File: src/rtl/aiq_pkg.sv
`default_nettype none

package aiq_pkg;

  localparam int SAMPLE_WIDTH   = 16;
  localparam int PROD_WIDTH     = SAMPLE_WIDTH + 9;
  localparam int DIVIDEND_WIDTH = SAMPLE_WIDTH + 9;
  localparam int DIVISOR_WIDTH  = SAMPLE_WIDTH + 1;
  localparam int REM_WIDTH      = SAMPLE_WIDTH + 2;
  localparam int COUNT_WIDTH    = $clog2(DIVIDEND_WIDTH + 1);
  localparam int SUM_WIDTH      = DIVIDEND_WIDTH + 2;

  localparam logic signed [7:0] CODE_MIN = -8'sd128;
  localparam logic signed [7:0] CODE_MAX = 8'sd127;

  typedef enum logic {
    OP_OBSERVE  = 1'b0,
    OP_QUANTIZE = 1'b1
  } op_e;

  typedef enum logic [2:0] {
    ST_IDLE,
    ST_DECIDE,
    ST_ZP_DIV,
    ST_Q_DIV,
    ST_DONE
  } state_e;

  typedef struct packed {
    op_e                             operation;
    logic signed [SAMPLE_WIDTH-1:0]  sample;
    logic                            last;
  } in_item_t;

  typedef struct packed {
    logic signed [7:0]               quantized;
    logic signed [7:0]               zp_code;
    logic signed [SAMPLE_WIDTH-1:0]  range_low;
    logic signed [SAMPLE_WIDTH-1:0]  range_high;
    logic                            last_out;
  } out_item_t;

  typedef struct packed {
    logic load_item;
    logic observe;
    logic div_start;
    logic div_sel_zp;
    logic div_step;
    logic zp_write;
    logic out_load;
  } cmd_t;

  typedef struct packed {
    logic quantize;
    logic zp_ready;
    logic div_done;
    logic out_free;
  } status_t;

  function automatic logic signed [7:0] clamp_code(input logic signed [SUM_WIDTH-1:0] v);
    logic signed [7:0] r;
    if (v < SUM_WIDTH'(CODE_MIN)) begin
      r = CODE_MIN;
    end else if (v > SUM_WIDTH'(CODE_MAX)) begin
      r = CODE_MAX;
    end else begin
      r = v[7:0];
    end
    return r;
  endfunction

endpackage

`default_nettype wire

File: src/rtl/affine_int8_quantizer_core.sv
// Affine int8 quantizer. Each transfer on the input channel carries one item:
// an observe item widens the running minimum and maximum, a quantize item maps
// its sample to an int8 code with the zero point derived from that range.
// Every item gives exactly one transfer on the output channel, in order.
// One item is in work at a time. A quantize item's rounding divide runs one
// quotient bit per cycle over 25 bits on a shared restoring divider; the first
// quantize item after reset, after an observe item or after the last item of a
// quantize pass first runs the zero point divide.
// The output register holds a finished result while the receiver stalls, and
// the next item is accepted meanwhile; it completes its work and then waits
// until that register is free.
// Reset clears the range and the cached zero point; the next observe item
// starts a new range.
`default_nettype none

module affine_int8_quantizer_core (
  input  wire logic           clk_i,
  input  wire logic           rst_ni,
  input  wire logic           in_valid_i,
  output logic                in_stall_o,
  input  aiq_pkg::in_item_t   in_data_i,
  output logic                out_valid_o,
  input  wire logic           out_stall_i,
  output aiq_pkg::out_item_t  out_data_o
);

  aiq_pkg::cmd_t    cmd;
  aiq_pkg::status_t status;

  aiq_ctrl u_ctrl (
    .clk_i      (clk_i),
    .rst_ni     (rst_ni),
    .in_valid_i (in_valid_i),
    .in_stall_o (in_stall_o),
    .status_i   (status),
    .cmd_o      (cmd)
  );

  aiq_dp u_dp (
    .clk_i       (clk_i),
    .rst_ni      (rst_ni),
    .in_data_i   (in_data_i),
    .cmd_i       (cmd),
    .status_o    (status),
    .out_valid_o (out_valid_o),
    .out_stall_i (out_stall_i),
    .out_data_o  (out_data_o)
  );

endmodule

`default_nettype wire

File: src/rtl/aiq_ctrl.sv
`default_nettype none

module aiq_ctrl (
  input  wire logic           clk_i,
  input  wire logic           rst_ni,
  input  wire logic           in_valid_i,
  output logic                in_stall_o,
  input  aiq_pkg::status_t    status_i,
  output aiq_pkg::cmd_t       cmd_o
);

  aiq_pkg::state_e state_q, state_d;

  always_ff @(posedge clk_i or negedge rst_ni) begin
    if (!rst_ni) begin
      state_q <= aiq_pkg::ST_IDLE;
    end else begin
      state_q <= state_d;
    end
  end

  always_comb begin
    state_d    = state_q;
    cmd_o      = '0;
    in_stall_o = 1'b1;
    case (state_q)
      aiq_pkg::ST_IDLE: begin
        in_stall_o = 1'b0;
        if (in_valid_i) begin
          cmd_o.load_item = 1'b1;
          state_d         = aiq_pkg::ST_DECIDE;
        end
      end
      aiq_pkg::ST_DECIDE: begin
        if (!status_i.quantize) begin
          cmd_o.observe = 1'b1;
          state_d       = aiq_pkg::ST_DONE;
        end else if (!status_i.zp_ready) begin
          cmd_o.div_start  = 1'b1;
          cmd_o.div_sel_zp = 1'b1;
          state_d          = aiq_pkg::ST_ZP_DIV;
        end else begin
          cmd_o.div_start = 1'b1;
          state_d         = aiq_pkg::ST_Q_DIV;
        end
      end
      aiq_pkg::ST_ZP_DIV: begin
        if (status_i.div_done) begin
          cmd_o.zp_write  = 1'b1;
          cmd_o.div_start = 1'b1;
          state_d         = aiq_pkg::ST_Q_DIV;
        end else begin
          cmd_o.div_step = 1'b1;
        end
      end
      aiq_pkg::ST_Q_DIV: begin
        if (status_i.div_done) begin
          state_d = aiq_pkg::ST_DONE;
        end else begin
          cmd_o.div_step = 1'b1;
        end
      end
      aiq_pkg::ST_DONE: begin
        if (status_i.out_free) begin
          cmd_o.out_load = 1'b1;
          state_d        = aiq_pkg::ST_IDLE;
        end
      end
      default: begin
        state_d = aiq_pkg::ST_IDLE;
      end
    endcase
  end

endmodule

`default_nettype wire

File: src/rtl/aiq_dp.sv
`default_nettype none

module aiq_dp (
  input  wire logic                clk_i,
  input  wire logic                rst_ni,
  input  aiq_pkg::in_item_t        in_data_i,
  input  aiq_pkg::cmd_t            cmd_i,
  output aiq_pkg::status_t         status_o,
  output logic                     out_valid_o,
  input  wire logic                out_stall_i,
  output aiq_pkg::out_item_t       out_data_o
);

  localparam int W  = aiq_pkg::SAMPLE_WIDTH;
  localparam int PW = aiq_pkg::PROD_WIDTH;
  localparam int NW = aiq_pkg::DIVIDEND_WIDTH;
  localparam int DW = aiq_pkg::DIVISOR_WIDTH;
  localparam int RW = aiq_pkg::REM_WIDTH;
  localparam int CW = aiq_pkg::COUNT_WIDTH;
  localparam int SW = aiq_pkg::SUM_WIDTH;

  aiq_pkg::in_item_t    item_q;

  logic signed [W-1:0]  min_q, min_d;
  logic signed [W-1:0]  max_q, max_d;
  logic                 range_valid_q, range_valid_d;
  logic                 restart_q, restart_d;
  logic signed [7:0]    zp_q, zp_d;
  logic                 zp_ready_q, zp_ready_d;

  logic [RW-1:0]        rem_q, rem_d;
  logic [NW-1:0]        quo_q, quo_d;
  logic [DW-1:0]        div_q, div_d;
  logic [CW-1:0]        cnt_q, cnt_d;
  logic                 neg_q, neg_d;
  logic                 sel_zp_q, sel_zp_d;

  logic                 out_valid_q, out_valid_d;
  aiq_pkg::out_item_t   out_q;

  logic signed [W:0]    diff;
  logic                 usable;
  logic signed [PW-1:0] base;
  logic signed [PW-1:0] prod;
  logic [PW-1:0]        mag;
  logic [RW-1:0]        shifted;
  logic                 fits;
  logic signed [NW:0]   rounded;
  logic signed [SW-1:0] sum;
  logic signed [7:0]    clamped;

  assign diff   = (W+1)'(max_q) - (W+1)'(min_q);
  assign usable = range_valid_q && (diff > '0);

  // The product by 255 is a shift and a subtract.
  assign base = cmd_i.div_sel_zp ? -PW'(min_q) : PW'(item_q.sample);
  assign prod = (base <<< 8) - base;
  assign mag  = prod[PW-1] ? PW'(-prod) : PW'(prod);

  assign shifted = {rem_q[RW-2:0], quo_q[NW-1]};
  assign fits    = shifted >= RW'(div_q);

  assign rounded = neg_q ? -$signed({1'b0, quo_q}) : $signed({1'b0, quo_q});
  assign sum     = SW'(rounded) + (sel_zp_q ? SW'(aiq_pkg::CODE_MIN) : SW'(zp_q));
  assign clamped = aiq_pkg::clamp_code(sum);

  always_comb begin
    min_d         = min_q;
    max_d         = max_q;
    range_valid_d = range_valid_q;
    restart_d     = restart_q;
    zp_d          = zp_q;
    zp_ready_d    = zp_ready_q;
    rem_d         = rem_q;
    quo_d         = quo_q;
    div_d         = div_q;
    cnt_d         = cnt_q;
    neg_d         = neg_q;
    sel_zp_d      = sel_zp_q;
    out_valid_d   = out_valid_q && out_stall_i;

    if (cmd_i.observe) begin
      if (restart_q) begin
        min_d         = item_q.sample;
        max_d         = item_q.sample;
        range_valid_d = 1'b1;
        restart_d     = 1'b0;
      end else begin
        if (item_q.sample < min_q) begin
          min_d = item_q.sample;
        end
        if (item_q.sample > max_q) begin
          max_d = item_q.sample;
        end
      end
      zp_ready_d = 1'b0;
      if (item_q.last) begin
        restart_d = 1'b1;
      end
    end

    if (cmd_i.zp_write) begin
      zp_d       = usable ? clamped : 8'sd0;
      zp_ready_d = 1'b1;
    end

    if (cmd_i.div_start) begin
      // Rounding half away from zero: (2|n| + r) / (2r).
      rem_d    = '0;
      quo_d    = {mag[NW-2:0], 1'b0} + NW'(diff[W-1:0]);
      div_d    = {diff[W-1:0], 1'b0};
      cnt_d    = CW'(NW);
      neg_d    = prod[PW-1];
      sel_zp_d = cmd_i.div_sel_zp;
    end else if (cmd_i.div_step) begin
      rem_d = fits ? shifted - RW'(div_q) : shifted;
      quo_d = {quo_q[NW-2:0], fits};
      cnt_d = cnt_q - 1'b1;
    end

    if (cmd_i.out_load) begin
      out_valid_d = 1'b1;
      if (item_q.operation == aiq_pkg::OP_QUANTIZE) begin
        restart_d = 1'b1;
        if (item_q.last) begin
          zp_ready_d = 1'b0;
        end
      end
    end
  end

  always_ff @(posedge clk_i or negedge rst_ni) begin
    if (!rst_ni) begin
      min_q         <= '0;
      max_q         <= '0;
      range_valid_q <= 1'b0;
      restart_q     <= 1'b1;
      zp_q          <= '0;
      zp_ready_q    <= 1'b0;
      cnt_q         <= '0;
      out_valid_q   <= 1'b0;
    end else begin
      min_q         <= min_d;
      max_q         <= max_d;
      range_valid_q <= range_valid_d;
      restart_q     <= restart_d;
      zp_q          <= zp_d;
      zp_ready_q    <= zp_ready_d;
      cnt_q         <= cnt_d;
      out_valid_q   <= out_valid_d;
    end
  end

  always_ff @(posedge clk_i) begin
    if (cmd_i.load_item) begin
      item_q <= in_data_i;
    end
    rem_q    <= rem_d;
    quo_q    <= quo_d;
    div_q    <= div_d;
    neg_q    <= neg_d;
    sel_zp_q <= sel_zp_d;
    if (cmd_i.out_load) begin
      out_q.range_low  <= min_q;
      out_q.range_high <= max_q;
      out_q.last_out   <= item_q.last;
      if (item_q.operation == aiq_pkg::OP_QUANTIZE) begin
        out_q.quantized <= usable ? clamped : 8'sd0;
        out_q.zp_code   <= zp_q;
      end else begin
        out_q.quantized <= 8'sd0;
        out_q.zp_code   <= 8'sd0;
      end
    end
  end

  assign status_o.quantize = (item_q.operation == aiq_pkg::OP_QUANTIZE);
  assign status_o.zp_ready = zp_ready_q;
  assign status_o.div_done = (cnt_q == '0);
  assign status_o.out_free = !out_valid_q || !out_stall_i;

  assign out_valid_o = out_valid_q;
  assign out_data_o  = out_q;

endmodule

`default_nettype wire
File: config.mk
export PLATFORM = sky130hd
export DESIGN_NAME = affine_int8_quantizer_core
export DESIGN_NICKNAME = d
export VERILOG_FILES = /design/src/rtl/aiq_pkg.sv /design/src/rtl/affine_int8_quantizer_core.sv /design/src/rtl/aiq_ctrl.sv /design/src/rtl/aiq_dp.sv
export SDC_FILE = /design/constraint.sdc
export NUM_CORES = 1
export LEC_CHECK = 0
export BUFFER_PORTS_ARGS = -buffer_cell sky130_fd_sc_hd__buf_2
export CAP_MARGIN = 5
export CORE_AREA = 2 2 154 156
export DETAILED_ROUTE_END_ITERATION = 10
export DIE_AREA = 0 0 156 158
export GPL_ROUTABILITY_DRIVEN = 0
export GPL_TIMING_DRIVEN = 0
export PLACE_DENSITY = 0.76
export SYNTH_ARGS = -nofsm -noshare
export SYNTH_HDL_FRONTEND = slang
export SYNTH_SLANG_ARGS = --single-unit
export TNS_END_PERCENT = 10
File: constraint.sdc
create_clock -name clk_i -period 8.9 [get_ports clk_i]
set_input_delay 0.445 -clock clk_i [delete_from_list [all_inputs] [get_ports clk_i]]
set_output_delay 0.445 -clock clk_i [all_outputs]
set_load 0.01 [all_outputs]
==> impl_results.md <==
- Status: finished clean
- Synth-to-Final Area Change: 10.7%
- Most common cell after layout, fill and taps aside: nand2_1
- Die Wd: between 150 and 200 um
- Worst Reg-to-Reg Cells: 35
- Rel. slew slack: 34.4%
- Worst setup startpoint: u_dp.min_q[0]$_DFFE_PN0P_
- RSZ-0062 raised after global routing: no
- Worst Path Max Fanout: 10
- Per-cell routed wire length: ~18 um
- Final setup TNS: 0 ns
- Number of synthesized flops with an enable pin: 110
- Hold Fails Final Rpt: 0
- Layout cells sized above 1: between 10% and 20%
- Final setup viols: 0
- Final min period: 8.22 ns
- Netlist cell types: 85
- Slowest-stage cell, CP: or4b_1
- First-pass GRT wire length: between 50000 and 60000 um
- # IOs: 73
- Cts hold-fix bufs: 0
- Post-DP HPWL: ~26000 um
- Post-synthesis async set-or-reset flop share: 29.1%
- Vias in the first global route: around 11k
- Largest stage delay, worst path: around 0.56 ns
- Clock slew at reported path FFs: 0.07 ns
- Hold Path Class: in2async
- Period utilization: between 90% and 100%
- Area leader, netlist: edfxtp_1
- Most common cell type on the critical path: o21ai_0
- # DRC: 0
- Fillers: approximately 1.8k
- Starting Density: 59.9%
- Crit start category: register
- Diode count: 0
- Vias per cell: 6.15
- Vias: roughly 12k
- DRT antenna net count: 0
- CTS Sinks: 179
- Total Routed Length: 34600 um
- Yosys warns: 0
- Share of the synthesized area in the top cell type: 23.9%
- Final number of max-transition violations: 0
- Cts bufs inserted: 17
- GRT overflow: 0
- CTS max path bufs: 2
- Largest net degree at the start of global routing: 53
- Max Clock Skew: between 0.015 and 0.02 ns
- CP Data Required Time: about 9.1 ns
- IO buf count: 72
- CP Capture Type: register
- Mapped cell area: roughly 0.014 mm2
- Post-Syn Nets: between 1.5k and 2k
- Max-Cap Viols: 0
- Initial antenna violation count: 0
- Core area: ~0.023 mm2
- Cells after Synth: 1506
- Site Rows: between 50 and 60
- Avg Cell Area, Syn: roughly 9 um2
- Yosys reg bits: roughly 180
- Crit path arrival time: about 8.4 ns
- DR pass1 iterations: 5
- Actual slew at the worst max-slew pin: between 0.9 and 1 ns
- Multi-input logic area: approximately 0.0084 mm2
- Max Freq: 0.122 GHz
- Internal reg-to-reg setup slack: between 0.6 and 0.7 ns
- Top cells by area, synth: edfxtp_1 (24%), ha_1 (11%), dfrtp_1 (9.2%), xnor2_1 (6.2%), nand2_1 (4.0%)
- Register Area: a little under 0.005 mm2
- Die area: about 0.025 mm2
- CTS Root Cell: clkbuf_16
- Layout net count: 1746
- CTS tree: built
- H-tree levels: 4
- Iter 0 DRT Violations: slightly above 800
- Die height: around 160 um
- GR Util All Layers: between 20 and 30%
- Synth Flop Type: edfxtp_1
- Clk_lat worst skew: roughly 0.44 ns
- Setup CP Type: reg2reg
- Seq/Total Area, Yosys: between 30 and 40%
- Reg2reg end: u_dp.quo_q[18]$_DFFE_PP_
- R2r startpoint: u_dp.min_q[0]$_DFFE_PN0P_
- Most frequent cells in the layout: nand2_1 (147), ha_1 (117), edfxtp_1 (110), inv_1 (108), o21ai_0 (99)
[critical path, delay by kind of cell (launching register included)]
kind                       cells  cell delay, ns
AOI/OAI and AO/OA             21            4.33
buffers and inverters          6            1.27
and+or+nand+nor                4            0.88
adders and majority gates      3            0.84
DFF                            1            0.47
xor gates and xnor gates       1            0.18
[layout make-up]
| type | instances | area share, % |
|---|---|---|
| buffer | 40 | 1.06 |
| clock buffer | 17 | 2.78 |
| timing repair buffer | 79 | 2.98 |
| clock inverter | 15 | 0.966 |
| sequential | 179 | 32.4 |
| tap | 290 | 2.37 |
| inverter | 109 | 2.68 |
| multi-input combinational | 1177 | 54.8 |
[how the worst max path moves through the flow]
stage | cells past startpoint | end | slack, ns
after floorplan | 34 | u_dp.quo_q[17]$_DFFE_PP_ | 0.85
after global placement | 34 | u_dp.quo_q[17]$_DFFE_PP_ | -0.79
after detailed placement | 34 | u_dp.quo_q[17]$_DFFE_PP_ | -1.01
after CTS | 37 | u_dp.quo_q[18]$_DFFE_PP_ | 0.04
after global routing | 35 | u_dp.quo_q[18]$_DFFE_PP_ | 0.06
final | 35 | u_dp.quo_q[18]$_DFFE_PP_ | 0.68
[per-layer routing]
metal	track usage (%)	vias to the layer above	wire [um]
met3	4.02	107	1690
met4	12.0	0	1370
met5	0	-	0
met2	49.1	394	16300
met1	36.5	5543	15300
li1	-	5679	-
[registers in the layout, summed over array words and instances, names as in the netlist, 3 cells and up]
| register | flops |
|---|---|
| u_ctrl.state_q | 3 |
| u_dp.cnt_q | 5 |
| u_dp.div_q | 16 |
| u_dp.item_q | 17 |
| u_dp.max_q | 16 |
| u_dp.min_q | 16 |
| u_dp.out_data_o | 49 |
| u_dp.quo_q | 25 |
| u_dp.rem_q | 17 |
| u_dp.zp_q | 8 |
[synth_stat cells, types with 4 or more instances]
| library cell | n |
|---|---|
| nand2_1 | 147 |
| ha_1 | 117 |
| edfxtp_1 | 110 |
| inv_1 | 108 |
| o21ai_0 | 100 |
| xnor2_1 | 98 |
| nor2_1 | 97 |
| a21oi_1 | 91 |
| dfrtp_1 | 51 |
| xor2_1 | 46 |
| a21o_1 | 43 |
| clkbuf_1 | 32 |
| nor3_1 | 32 |
| mux2_2 | 26 |
| mux2i_1 | 22 |
| a31oi_1 | 21 |
| nor2b_1 | 20 |
| nand3_1 | 18 |
| dfxtp_1 | 17 |
| nand2b_1 | 17 |
| nor4_1 | 16 |
| o21bai_1 | 16 |
| and2_1 | 15 |
| nand4_1 | 15 |
| and3_1 | 14 |
| o31ai_1 | 14 |
| a21boi_0 | 13 |
| o211ai_1 | 12 |
| or2_2 | 11 |
| a211oi_1 | 10 |
| or3_1 | 10 |
| o21a_1 | 9 |
| o41ai_1 | 8 |
| or4_1 | 8 |
| and4_1 | 7 |
| nor3b_1 | 7 |
| o21ai_1 | 7 |
| buf_2 | 6 |
| o22ai_1 | 5 |
| o31a_1 | 5 |
| a2111o_1 | 4 |
| a211o_1 | 4 |
| a31o_2 | 4 |
| fa_1 | 4 |
| nor4b_1 | 4 |
[cell families (layout without fill, tap and decap cells)]
group	after synthesis	in the layout	synth area share, %
AO/OA/AOI/OAI	402	402	19.0
multiplexers	48	48	3.72
adder cells (fa/ha/maj)	123	123	11.3
buffers and inverters	150	260	4.13
AND/OR/NAND/NOR	459	459	16.7
flip-flops	179	179	35.8
XOR/XNOR	145	145	9.25
[stage by stage]
stage / utilization, % / hold slack [ns] / cell area [um2] / std cells / worst slack, ns
6_report: 66.3 / 0.0625 / 15300 / 1906 / 0.679
5_1_grt: 66.3 / 0.113 / 15300 / 1906 / 0.0614
4_1_cts: 66.0 / 0.169 / 15200 / 1904 / 0.0361
3_5_place_dp: 63.4 / 0.445 / 14600 / 1871 / -1.01
3_3_place_gp: 63.0 / 0.442 / 14500 / 1868 / -0.793
2_1_floorplan: - / 0.149 / 13800 / 1506 / 0.854
[timing repair]
item / 4_1_cts / 5_1_grt
gates resized for setup: 6 / 12
setup endpoints to repair: 11 / 11
cloned: 0 / 0
pin swaps: 1 / 1
setup buffers: 1 / 3
Power is left out: the tool's default activity adds up to more than one toggle a clock period on the data nets, which glitch-free logic cannot reach.
